## config.mk

```make
export PLATFORM = sky130hd
export DESIGN_NAME = tncs_eval
export DESIGN_NICKNAME = d
export VERILOG_FILES = /design/src/hdl/tncs_pkg.sv /design/src/hdl/tncs_eval.sv
export SDC_FILE = /design/constraint.sdc
export NUM_CORES = 2
export LEC_CHECK = 0
export BUFFER_PORTS_ARGS = -buffer_cell sky130_fd_sc_hd__buf_2
export CORE_ASPECT_RATIO = 1.5
export CORE_MARGIN = 10
export CORE_UTILIZATION = 25
export CTS_BUF_LIST = sky130_fd_sc_hd__clkbuf_8
export DETAILED_ROUTE_END_ITERATION = 8
export PLACE_DENSITY = 0.43
export SLEW_MARGIN = 15
export SYNTH_ARGS = -nofsm -noshare
export SYNTH_HDL_FRONTEND = slang
export SYNTH_SLANG_ARGS = --single-unit
```

## constraint.sdc

```tcl
create_clock -name i_clk -period 20.4 [get_ports i_clk]
set_input_delay 2.04 -clock i_clk [delete_from_list [all_inputs] [get_ports i_clk]]
set_output_delay 2.04 -clock i_clk [all_outputs]
set_load 0.01 [all_outputs]
```

## src/hdl/tncs_pkg.sv

```systemverilog
`timescale 1ns / 1ps
`default_nettype none

package tncs_pkg;

    localparam logic CMD_LOAD  = 1'b0;
    localparam logic CMD_QUERY = 1'b1;

    localparam logic [1:0] REG_TOL_Q1      = 2'd0;
    localparam logic [1:0] REG_TOL_Q3      = 2'd1;
    localparam logic [1:0] REG_ENTRY_COUNT = 2'd2;

    localparam int TOL_W   = 20;
    localparam int COUNT_W = 11;
    localparam int MZ_W    = 22;
    localparam int RT_W    = 16;
    localparam int IDX_W   = 10;
    localparam int SQ_W    = 2 * TOL_W;

    localparam logic [TOL_W-1:0]   TOL_RESET   = 20'd512;
    localparam logic [COUNT_W-1:0] COUNT_RESET = 11'd0;

    typedef struct packed {
        logic                    cmd;
        logic [IDX_W-1:0]        entry_index;
        logic [MZ_W-1:0]         precursor_mz;
        logic [MZ_W-1:0]         product_mz;
        logic [RT_W-1:0]         retention_time;
        logic signed [3:0]       ion_charge;
    } t_query;

    typedef struct packed {
        logic                    found;
        logic [IDX_W-1:0]        best_index;
    } t_result;

    typedef struct packed {
        logic [MZ_W-1:0]         precursor_mz;
        logic [MZ_W-1:0]         product_mz;
        logic [RT_W-1:0]         retention_time;
        logic [3:0]              ion_charge;
    } t_entry;

    // token moving down the scan pipeline
    typedef struct packed {
        logic                    tok;
        logic                    ent;
        logic                    last;
        logic [IDX_W-1:0]        idx;
    } t_tag;

    typedef struct packed {
        t_tag                    tag;
        logic                    pass;
        logic [SQ_W-1:0]         sq_pre;
        logic [SQ_W-1:0]         sq_prod;
        logic [RT_W-1:0]         rt_gap;
    } t_cand;

endpackage

`default_nettype wire

```

## src/hdl/tncs_eval.sv

```systemverilog
`timescale 1ns / 1ps
`default_nettype none

module tncs_eval
    import tncs_pkg::*;
(
    input  wire                i_clk,
    input  wire                i_rst_n,
    input  t_tag               i_tag,
    input  t_entry             i_entry,
    input  t_query             i_query,
    input  wire [TOL_W-1:0]    i_tol_q1,
    input  wire [TOL_W-1:0]    i_tol_q3,
    output t_cand              o_cand
);

    t_tag              r_tag_a;
    logic              r_pass_a;
    logic [TOL_W-1:0]  r_off_pre;
    logic [TOL_W-1:0]  r_off_prod;
    logic [RT_W-1:0]   r_gap_a;
    t_cand             r_cand;

    logic [MZ_W-1:0]   n_off_pre;
    logic [MZ_W-1:0]   n_off_prod;
    logic [RT_W-1:0]   n_gap;
    logic              n_pass;

    always_comb begin
        n_off_pre  = (i_entry.precursor_mz > i_query.precursor_mz)
                   ? i_entry.precursor_mz - i_query.precursor_mz
                   : i_query.precursor_mz - i_entry.precursor_mz;
        n_off_prod = (i_entry.product_mz > i_query.product_mz)
                   ? i_entry.product_mz - i_query.product_mz
                   : i_query.product_mz - i_entry.product_mz;
        n_gap      = (i_entry.retention_time > i_query.retention_time)
                   ? i_entry.retention_time - i_query.retention_time
                   : i_query.retention_time - i_entry.retention_time;
        n_pass     = (i_entry.precursor_mz != '0)
                   && ((i_entry.ion_charge == 4'd0)
                       || (i_entry.ion_charge == i_query.ion_charge))
                   && (n_off_pre <= {2'b00, i_tol_q1})
                   && (n_off_prod <= {2'b00, i_tol_q3});
    end

    // offset and filter stage, then squaring stage
    always_ff @(posedge i_clk) begin
        if (!i_rst_n) begin
            r_tag_a      <= '0;
            r_cand.tag   <= '0;
        end else begin
            r_tag_a      <= i_tag;
            r_cand.tag   <= r_tag_a;
        end
        r_pass_a       <= n_pass;
        r_off_pre      <= n_off_pre[TOL_W-1:0];
        r_off_prod     <= n_off_prod[TOL_W-1:0];
        r_gap_a        <= n_gap;
        r_cand.pass    <= r_pass_a;
        r_cand.sq_pre  <= SQ_W'(r_off_pre) * SQ_W'(r_off_pre);
        r_cand.sq_prod <= SQ_W'(r_off_prod) * SQ_W'(r_off_prod);
        r_cand.rt_gap  <= r_gap_a;
    end

    assign o_cand = r_cand;

endmodule

`default_nettype wire

```

[After elaboration in Yosys (flattened, before gate mapping)]
Index checks and enable logic that the tools add are counted.
Operators by class
  reductions and logical operators: 6
  eq/ne operators: 1
  multiplexer cells: 3
  order comparisons: 5
  add/sub/neg operators: 6
  $mul: 2
Operators with widths (number)
  $sub A22 B22 Y22: 4
  $mul A20 B20 Y40: 2
  $gt A22 B22 Y1: 2
  $le A22 B20 Y1: 2
  $mux W22: 2
  $sub A16 B16 Y16: 2
  $reduce_bool A22 Y1: 1
  $gt A16 B16 Y1: 1
  $mux W16: 1
  $eq A4 B4 Y1: 1
  $logic_not A4 Y1: 1
  $logic_and A1 B1 Y1: 3
  $logic_or A1 B1 Y1: 1
Storage, ports and cells
  word-level logic and storage cells: 39
  bits in registers: 180
  input bits: 194
  output and inout bits: 110

[Longest topological paths before layout]
  depth after elaboration: 5
  gate-level depth with buffers: 29

[Worst setup path before layout]
Ideal clock, no wire load.
  path kind: register to register
  from: register r_off_pre[8]
  to: register r_cand (netlist bit o_cand[84])
  slack: 13558 ps
  required time: 20328 ps
  arrival: 6770 ps
  clock period less this slack: 6842 ps
  cell stages (with the launch flop): 28
  cell sequence: dfxtp_1 > clkbuf_1 > clkbuf_1 > nand2_1 > fa_1 > inv_1 > fa_1 > fa_1 > fa_1 > inv_1 > fa_1 > inv_1 > fa_1 > inv_1 > fa_1 > inv_1 > ha_1 > and2_1 > o21ai_0 > nand2b_1 > a21o_1 > a21o_1 > a221o_1 > o311ai_1 > a31oi_1 > o21a_1 > nor2_1 > xnor2_1
Between the ends
  cells in the longest elaborated chain, start to end: 1
Ends and longest elaborated chain
  start: declaration: line tncs_eval.sv:19  | logic [TOL_W-1:0] r_off_pre;
  start signal: assignment: line tncs_eval.sv:56  | r_off_pre <= n_off_pre[TOL_W-1:0];
  $mul A20 B20 Y40: line tncs_eval.sv:60  | r_cand.sq_pre <= SQ_W'(r_off_pre) * SQ_W'(r_off_pre);
  end: declaration: line tncs_eval.sv:22  | t_cand r_cand;
Every way passes these cells.
A chain may end at the register's enable or synchronous reset.

[Worst setup path in the final report]
  from: register r_off_pre[6]
  to: register r_cand (netlist bit o_cand[93])
The elaborated chain is that of the path after synthesis.

==> out/metrics.cfg <==
[clock_network]
cts_tree=built
cts_setup_buffers=0
clkTransAtPathRegs_ns=0.12
clockBufferDepth=2
cts_htree_levels=4
cts-root-buf=clkbuf_8
cts_resized=0
cts_sinks=178
clock_latency_ns=0.66
cts_buffers=17
hold_buffers=0

[global_route]
grt_max_degree=27
grt_pass1_wl_mm=165
grt_use_total_pct=14.3
grt_pass1_vias=28100
antenna_found_initial=27
grt-ovfl-total=0

[synthesis]
yosysSeqAreaShare_pct=10.6
synth_top_family_by_area=adder cells
ys_ff_latch=178
synth_fa_ha_area_share_pct=50.4
synthCells=3747
synth.distinct_cells=78
synth-edff-count=0
ys_warn_count=0
synth-xor-area-share_pct=4.18
yosys.area_share.simple_pct=10.8
avgSynthCellArea_sq_um=9.00
synthesis.area_sq_mm=0.0337
synthFlopType=dfxtp_1
synthArstFlopShare_pct=0
synth_compound_gate_area_share_pct=11.4
synth.mux.area_fraction_pct=1.19

[routing]
drt_pre_antenna_iters=7
wire_per_inst_um=18.4
post-route-drc-count=0
ant_nets=0
routed_wl_mm=106
wl_met2_mm=54.5
drt_iter0_markers=911
dr_total_vias=25300
wl_met1_mm=42.6
top_layer_used=met5
met3_length_mm=6.24
viasPerCell=4.41

[sta]
hold_viol=0
rsz0062_at_grt=no
final.setup_skew_ns=0.0375
drv_slew=0
setup_viol=0
min_period_over_period_pct=40.7
tns_ns=0
tightest_slew_ns=1.08
fmax_mhz=120
layout_min_cycle_time_ns=8.31
slew_headroom_pct=27.9

[floorplan]
core-area_sq_mm=0.134
dieHeight_um=470
die_area_sq_mm=0.150
die_w_um=320
rows=165
top_level_ports=304
initial_core_util_pct=25.1

[hold_path]
min_from=r_gap_a[10]$_DFF_P_
min_to=o_cand[10]$_DFF_P_
hold_depth=0
hold_class=reg -> reg

[critical_path]
cp-startpoint=r_off_pre[6]$_DFF_P_
rr_endpoint=o_cand[93]$_DFF_P_
cp_common_cell=inv_1
start_kind=register
cp_max_fo=18
crit_arrival_ns=8.87
r2r_cells=25
rrSetupSlack_ns=12.09
crit_path_top_delay_cell=dfxtp_1
required_ns=20.96
r2r-start=r_off_pre[6]$_DFF_P_
crit_path_max_incr_delay_ns=0.93
critPathKind=reg -> reg
end_kind=register

[final_layout]
fin_nets=5187
syn_to_final_growth_pct=11.5
final_cell_mix=inv_1, fa_1, ha_1
drive_gt1_share_pct=9.93
layout_commonest_cell=inv_1
fill_cells=14700

[place]
io_buffers=290
place_congestion=0.844
place_hpwl_mm=89.3

[run_status]
outcome=complete, no violations

[flow_run]
max_cap_violations=0

[registers in the layout (all words and copies together), names as in the netlist]
signal and count:
r_pass_a 1, r_off_pre 20, r_tag_a 13, o_cand 108
r_gap_a 16, r_off_prod 20
[worst max-delay path by stage]
stage                               to  slack [ns]
floorplan           o_cand[84]$_DFF_P_       13.56
global placement    o_cand[93]$_DFF_P_       12.02
detailed placement  o_cand[93]$_DFF_P_       12.02
CTS                 o_cand[93]$_DFF_P_       11.93
global route        o_cand[93]$_DFF_P_       11.66
finish              o_cand[93]$_DFF_P_       12.09
[through the flow]
step	setup WS, ns	hold slack [ns]	utilization, %	instances	instance area, sq um
floorplan	13.56	0.310	-	3748	33700
global placement	12.02	0.311	27.7	5707	37200
detailed placement	12.02	0.312	27.7	5707	37200
CTS	11.93	0.301	28.0	5739	37600
global route	11.66	0.313	28.0	5741	37600
finish	12.09	0.312	28.0	5741	37600
[Yosys cell counts, drive strengths merged (15+ instances only)]
library cell | count | area share, %
inv | 894 | 9.9
fa | 562 | 33
ha | 458 | 17
nand2 | 293 | 3.3
a21oi | 187 | 2.8
and2 | 179 | 3.3
dfxtp | 178 | 11
a21o | 126 | 2.8
xnor2 | 110 | 2.9
nor2 | 106 | 1.2
clkbuf | 105 | 1.2
o21ai | 77 | 1.1
xor2 | 51 | 1.3
o21bai | 38 | 0.85
nand3 | 33 | 0.49
nor2b | 31 | 0.57
mux2i | 30 | 0.89
nand4 | 30 | 0.56
a31oi | 22 | 0.41
nand2b | 21 | 0.39
buf | 19 | 0.34
o21a | 19 | 0.42
a221oi | 16 | 0.50
and3 | 15 | 0.28
nor3 | 15 | 0.22
[metal layers]
| metal | track usage (%) | vias up |
|---|---|---|
| li1 | - | 12200 |
| met5 | 0 | - |
| met3 | 3.60 | 107 |
| met1 | 16.2 | 12500 |
| met2 | 26.0 | 503 |
| met4 | 4.28 | 34 |
[logic make-up after synthesis]
family | count (synthesis)
buffers and inverters | 1018
other | 1
AO/OA/AOI/OAI | 579
adder cells (fa/ha/maj) | 1021
XOR/XNOR | 161
multiplexers | 39
flip-flops | 178
AND/OR/NAND/NOR | 750
[critical path, delay by kind of cell, from the launching register on]
| family | cells | cell delay, ns |
|---|---|---|
| simple gates | 2 | 0.32 |
| compound gates | 8 | 2.85 |
| buf+inv | 6 | 0.46 |
| xor+xnor | 1 | 0.13 |
| flops | 1 | 0.93 |
| fa+ha+maj | 8 | 3.49 |
[final cells by class]
cell class,instances,area (sq um),area share [%]
multi-input combinational,2552,26300,69.9
tap,1753,2190,5.83
clock inverter,15,209,0.555
timing repair buffer,330,1750,4.66
antenna,2,5.00,0.0133
clock buffer,17,234,0.622
sequential,178,3560,9.47
inverter,894,3360,8.92
Power is left out: the tool's default activity adds up to more than one toggle a clock period on the data nets, which glitch-free logic cannot reach.
