File: config.mk
export PLATFORM = sky130hd
export DESIGN_NAME = tncs_best
export DESIGN_NICKNAME = d
export VERILOG_FILES = /design/src/hdl/tncs_pkg.sv /design/src/hdl/tncs_best.sv
export SDC_FILE = /design/constraint.sdc
export NUM_CORES = 1
export LEC_CHECK = 0
export BUFFER_PORTS_ARGS = -buffer_cell sky130_fd_sc_hd__buf_2
export CAP_MARGIN = 20
export CORE_ASPECT_RATIO = 0.8
export CORE_MARGIN = 5
export CORE_UTILIZATION = 56
export CTS_CLUSTER_SIZE = 12
export DETAILED_ROUTE_END_ITERATION = 16
export PLACE_DENSITY = 0.89
export SLEW_MARGIN = 20
export SYNTH_ARGS = -nofsm -noshare
export SYNTH_HDL_FRONTEND = slang
export SYNTH_SLANG_ARGS = --single-unit
File: constraint.sdc
create_clock -name i_clk -period 7.3 [get_ports i_clk]
set_input_delay 0.365 -clock i_clk [delete_from_list [all_inputs] [get_ports i_clk]]
set_output_delay 0.365 -clock i_clk [all_outputs]
set_load 0.02 [all_outputs]
File: src/hdl/tncs_pkg.sv
`timescale 1ns / 1ps
`default_nettype none

package tncs_pkg;

    localparam logic CMD_LOAD  = 1'b0;
    localparam logic CMD_QUERY = 1'b1;

    localparam logic [1:0] REG_TOL_Q1      = 2'd0;
    localparam logic [1:0] REG_TOL_Q3      = 2'd1;
    localparam logic [1:0] REG_ENTRY_COUNT = 2'd2;

    localparam int TOL_W   = 20;
    localparam int COUNT_W = 11;
    localparam int MZ_W    = 22;
    localparam int RT_W    = 16;
    localparam int IDX_W   = 10;
    localparam int SQ_W    = 2 * TOL_W;

    localparam logic [TOL_W-1:0]   TOL_RESET   = 20'd512;
    localparam logic [COUNT_W-1:0] COUNT_RESET = 11'd0;

    typedef struct packed {
        logic                    cmd;
        logic [IDX_W-1:0]        entry_index;
        logic [MZ_W-1:0]         precursor_mz;
        logic [MZ_W-1:0]         product_mz;
        logic [RT_W-1:0]         retention_time;
        logic signed [3:0]       ion_charge;
    } t_query;

    typedef struct packed {
        logic                    found;
        logic [IDX_W-1:0]        best_index;
    } t_result;

    typedef struct packed {
        logic [MZ_W-1:0]         precursor_mz;
        logic [MZ_W-1:0]         product_mz;
        logic [RT_W-1:0]         retention_time;
        logic [3:0]              ion_charge;
    } t_entry;

    // token moving down the scan pipeline
    typedef struct packed {
        logic                    tok;
        logic                    ent;
        logic                    last;
        logic [IDX_W-1:0]        idx;
    } t_tag;

    typedef struct packed {
        t_tag                    tag;
        logic                    pass;
        logic [SQ_W-1:0]         sq_pre;
        logic [SQ_W-1:0]         sq_prod;
        logic [RT_W-1:0]         rt_gap;
    } t_cand;

endpackage

`default_nettype wire

File: src/hdl/tncs_best.sv
`timescale 1ns / 1ps
`default_nettype none

module tncs_best
    import tncs_pkg::*;
(
    input  wire                i_clk,
    input  wire                i_rst_n,
    input  t_cand              i_cand,
    output logic               o_done,
    output t_result            o_result
);

    logic               r_found;
    logic [SQ_W:0]      r_best_d;
    logic [RT_W-1:0]    r_best_gap;
    logic [IDX_W-1:0]   r_best_idx;
    logic               r_done;
    t_result            r_result;

    logic [SQ_W:0]      n_dist;
    logic               n_better;
    logic               n_final;

    always_comb begin
        n_dist   = {1'b0, i_cand.sq_pre} + {1'b0, i_cand.sq_prod};
        n_better = i_cand.tag.tok && i_cand.tag.ent && i_cand.pass
                 && (!r_found || (n_dist < r_best_d)
                     || ((n_dist == r_best_d) && (i_cand.rt_gap < r_best_gap)));
        n_final  = i_cand.tag.tok && i_cand.tag.last;
    end

    always_ff @(posedge i_clk) begin
        if (!i_rst_n) begin
            r_found <= 1'b0;
            r_done  <= 1'b0;
        end else begin
            r_done <= n_final;
            if (n_final) begin
                r_found <= 1'b0;
            end else if (n_better) begin
                r_found <= 1'b1;
            end
        end
        if (n_better) begin
            r_best_d   <= n_dist;
            r_best_gap <= i_cand.rt_gap;
            r_best_idx <= i_cand.tag.idx;
        end
        if (n_final) begin
            r_result.found      <= n_better || r_found;
            r_result.best_index <= n_better ? i_cand.tag.idx
                                 : (r_found ? r_best_idx : '0);
        end
    end

    assign o_done   = r_done;
    assign o_result = r_result;

endmodule

`default_nettype wire

---- Word-level counts from Yosys, hierarchy flattened ----
Index checks and enable logic that the tools add are counted.
cells by class
  add/sub/neg operators ................... 1
  magnitude comparators ................... 2
  equal/unequal tests ..................... 1
  mux-type cells .......................... 2
  bitwise gates (word level) .............. 1
  reduce and logical (&&, ||, !) cells .... 10
operators by type and width
  kind               number
  $add 40x40->41     1
  $eq 41x41->1       1
  $lt 41x41->1       1
  $mux 10            2
  $lt 16x16->1       1
  $logic_and 1x1->1  5
  $logic_or 1x1->1   3
  $reduce_or 2->1    1
  $logic_not 1->1    1
  $not 1->1          1
storage, ports and cells
  register bits after elaboration ......... 80
  input bits .............................. 112
  output and inout port bits .............. 12
  word-level logic and storage cells ...... 24

---- Longest topological paths before layout ----
  depth after elaboration ................. 6
  mapped depth ............................ 23
  gate-level depth less buffers ........... 22

---- Least setup slack after synthesis ----
No wires, ideal clock.
  path type ............................... input to register
  from .................................... input port i_cand[16] in the netlist's numbering
  to ...................................... register r_best_d[0], enable pin
  setup time .............................. 0.421 ns
  arrival ................................. 5.219 ns
  required time ........................... 6.879 ns
  path slack .............................. 1.660 ns
  stages .................................. 23
  path buffers ............................ 1
  path through ............................ ha_1 -> inv_1 -> fa_1 -> nor2b_1 -> o2111ai_1 -> a21oi_2 -> o2111ai_2 -> a211o_1 -> a21oi_4 -> a2111oi_0 -> nor2_1 -> xor2_1 -> ha_1 -> a21o_1 -> a21o_1 -> a21oi_1 -> o21ai_0 -> nand2_1 -> o2111ai_1 -> a31oi_1 -> a31oi_1 -> buf_2 -> inv_1
between the ends
  word-level cells in the longest chain between the ends .. 5
  elaborated cells between the ends (all ways) .. 7
  classes of those cells .................. add/sub (1); order compare (1); eq/ne (1); reduce/logical (4)
RTL lines
  element                                                RTL line                          RTL
  start: declaration                                     tncs_best.sv:9                    input t_cand i_cand,
  $add 40x40->41 *                                       tncs_best.sv:26                   n_dist = {1'b0, i_cand.sq_pre} + {1'b0, i_cand.sq_prod};
  named net n_dist[34]                                   tncs_best.sv:21                   logic [SQ_W:0] n_dist;
  $lt 41x41->1 or $eq 41x41->1 (tied branches)           tncs_best.sv:28, tncs_best.sv:29
  $logic_or 1x1->1 or $logic_and 1x1->1 (tied branches)  tncs_best.sv:28, tncs_best.sv:29
  $logic_or 1x1->1 *                                     tncs_best.sv:29                   || ((n_dist == r_best_d) && (i_cand.rt_gap < r_best_gap)));
  $logic_and 1x1->1 *                                    tncs_best.sv:28                   && (!r_found || (n_dist < r_best_d)
  named net n_better                                     tncs_best.sv:22                   logic n_better;
  end signal: assignment                                 tncs_best.sv:46                   r_best_d <= n_dist;
  end: declaration                                       tncs_best.sv:15                   logic [SQ_W:0] r_best_d;
Mark *: on every way through the listed nets, which the timed path passes. The rest lies on a longest branch.
A chain may end at the register's enable or synchronous reset.

---- Worst setup path after layout ----
  from .................................... input port i_cand[16] in the netlist's numbering
  to ...................................... register r_best_gap[15], enable pin
between the ends
  word-level cells in the longest chain between the ends .. 5
  elaborated cells between the ends (all ways) .. 7
  classes of those cells .................. add/sub (1); order compare (1); eq/ne (1); reduce/logical (4)
RTL lines
  element                                                RTL line                          RTL
  $add 40x40->41 *                                       tncs_best.sv:26
  named net n_dist[34]                                   tncs_best.sv:21
  $lt 41x41->1 or $eq 41x41->1 (tied branches)           tncs_best.sv:28, tncs_best.sv:29
  $logic_or 1x1->1 or $logic_and 1x1->1 (tied branches)  tncs_best.sv:28, tncs_best.sv:29
  $logic_or 1x1->1 *                                     tncs_best.sv:29
  $logic_and 1x1->1 *                                    tncs_best.sv:28
  named net n_better                                     tncs_best.sv:22
  end signal: assignment                                 tncs_best.sv:47                   r_best_gap <= i_cand.rt_gap;
  end: declaration                                       tncs_best.sv:16                   logic [RT_W-1:0] r_best_gap;
Marks and branches as above.

==> results.txt <==
achievable frequency: 185 MHz
Switch Pwr: 0.430 mW
post-CTS setup buffer count: 0
ANT nets after route: 0
grt ovf: 0
dpl cells: 843
CTS H-tree depth: 3
clock power share: 0.324
area delta synth->final: 18.4%
DR vias: 4791
cells after synthesis: 583
DRT iter0 DRCs: 357
Setup crit end kind: register
Num CTS Buffers: 9
vias per cell: 5.58
crit path max fanout: 30
final std cells w/o fill: 859
worst-case vdd ir drop: 0.126 mV
Max clock buf depth: 2
Tmin final: 5400 ps
gr usage total: 0.206
status: completed
GPL Wtd Cong: 0.801
crit path DAT: 5410 ps
final hold viol count: 0
Max-cap violations: 0
WP data required: 7310 ps
die area: 12900 um^2
synth cell count leaders: ha_1, inv_1, edfxtp_1
Remaining DRCs: 0
drt pass-1 iters: 5
top post-synthesis cells by area: edfxtp_1, ha_1, inv_1
register area: 2380 um^2
combinational fraction of design power: 0.293
Avg Inst Size Synth: 10.3 um^2
CTS resizes: 0
Max Clock Skew: 7.60 ps
hold crit path type: input port to register
Root Driver: clkbuf_16
final WL: 13000 um
IO buf count: 123
Worst-Margin Slew: 678 ps
pwr/cell area: 208 nW/um^2
ys flop type: edfxtp_1
number of synthesized register bits: 80
Initial Util: 0.578
clk_lat worst skew: 330 ps
Boundary Pins: 124
final design utilization: 0.684
Hold Buf Count CTS: 0
leakage power: 3.45 nW
syn_nets: 792
Post-Place Worst Slack: 1590 ps
setup TNS: 0 ps
hpwl dp: 10500 um
number of global-route vias before repair: 4922
# setup viols final: 0
Die W: 126 um
global-route wire length before repair: 21900 um
antenna diode count: 0
P_int: 1.05 mW
period utilization: 0.740
Seq/Total Area, Yosys: 0.398
YS warnings: 0
post-synth top area share: 0.391
Slew Viols, Final: 0
Row Count: 33
RSZ-0062 raised after global routing: false
worst hold slack: 218 ps
largest net degree at the start of global routing: 31
sequential share of power: 0.383
cell taking the most area after synthesis: edfxtp_1
PnR worst setup slack: 1900 ps
fin nets: 923
filler instances: 771
CTS Sinks: 80
antenna violations before repair: 0
count leader, synth: ha_1
count of different cell masters after synthesis: 58
sw frac: 0.291
max-slew headroom at the worst pin: 0.547
share of cells above drive strength 1: 0.224
area of the multi-input gates: 3270 um^2
core area: 10400 um^2
die height: 102 um
Slowest-stage cell, CP: inv_2
DR WL/cell: 15.2 um
Mapped Area: 5990 um^2
largest stage delay on the critical path: 520 ps
clock-pin transition on the worst setup and hold timing paths: 60 ps
Synth async-reset ratio: 0
TritonCTS clock tree: yes
Post-synth EDFFs: 78
critical path type: input port to register
Setup crit start kind: input port
sequential cells by signal, indices dropped and copies added, names as in the netlist:
| register | count |
|---|---|
| r_found | 1 |
| r_best_d | 41 |
| r_best_gap | 16 |
| r_best_idx | 10 |
| o_done | 1 |
| o_result | 11 |
power groups by stage:
| stage | registers (mW) | clock network [mW] | logic [mW] |
|---|---|---|---|
| final | 0.566 | 0.478 | 0.433 |
| after global routing | 0.569 | 0.505 | 0.490 |
| after CTS | 0.566 | 0.488 | 0.433 |
| after detailed placement | 0.575 | 0 | 0.428 |
| after global placement | 0.574 | 0 | 0.401 |
| after floorplan | 0.578 | 0 | 0.301 |
cell usage in the layout, fill, tap and decap left out, types with 3 or more instances in the layout:
master,count
buf_2,123
nor3_1,5
a211oi_1,4
inv_1,79
a211o_1,4
buf_4,3
edfxtp_1,78
and3_1,5
a31oi_1,3
xnor2_1,26
a21oi_1,54
xor2_1,8
o2111ai_1,3
nor2_1,23
clkbuf_16,9
and3_2,3
nand2b_1,3
o21a_1,10
mux2i_1,10
a21o_1,30
nor2b_1,9
nand2_1,31
ha_1,96
o21ai_0,22
or2_2,4
o21ai_1,4
and4_1,3
nand4_1,13
nand3_1,11
critical path, delay by kind of cell:
kind / cells / cell delay [ps]
XOR/XNOR: 1 / 220
AO/OA/AOI/OAI: 13 / 2250
buffers and inverters: 5 / 1280
adder cells (fa/ha/maj): 3 / 880
AND/OR/NAND/NOR: 3 / 410
path summary, 6_finish.rpt:
| path | from | end | slack, ps | depth (start not counted) |
|---|---|---|---|---|
| worst min-delay path | i_cand[0] | r_best_gap[0] | 220 | 1 |
| worst max-delay path | i_cand[16] | r_best_gap[15] | 1900 | 25 |
| worst max register to register | r_best_d[2] | r_best_gap[15] | 3970 | 13 |
| worst min register to register | r_best_idx[2] | o_result[2] | 620 | 2 |
layer usage:
layer  GRT usage  share of wire  vias to the layer above
met5           0              0                        -
met4      0.0717          0.015                        0
met3      0.0388          0.049                       22
met2       0.367           0.49                      135
met1       0.256           0.44                     2239
li1            -              -                     2395
logic make-up (layout without fill, tap and decap cells):
family                     after synthesis  after routing  share of synthesized area
adders and majority gates               97             97                      0.204
AOI/OAI and AO/OA                      156            156                      0.173
xor gates and xnor gates                34             34                     0.0497
and+or+nand+nor                        120            120                      0.104
muxes                                   10             10                     0.0167
buffers and inverters                   86            222                     0.0554
DFF                                     80             80                      0.398
layout make-up:
type / count / area share
clock buffer: 10 / 0.0323
clock inverter: 6 / 0.0129
inverter: 80 / 0.0424
multi-input combinational: 417 / 0.462
sequential: 80 / 0.336
tap: 140 / 0.0247
timing repair buffer: 126 / 0.0900
through the flow:
stage,power [mW],area [um^2]
3_5_place_dp,1.00,6770
6_report,1.48,7090
5_1_grt,1.56,7090
3_3_place_gp,0.974,6770
4_1_cts,1.49,7090
2_1_floorplan,0.879,5990
Note: power is estimated with default switching activity, not from simulation.
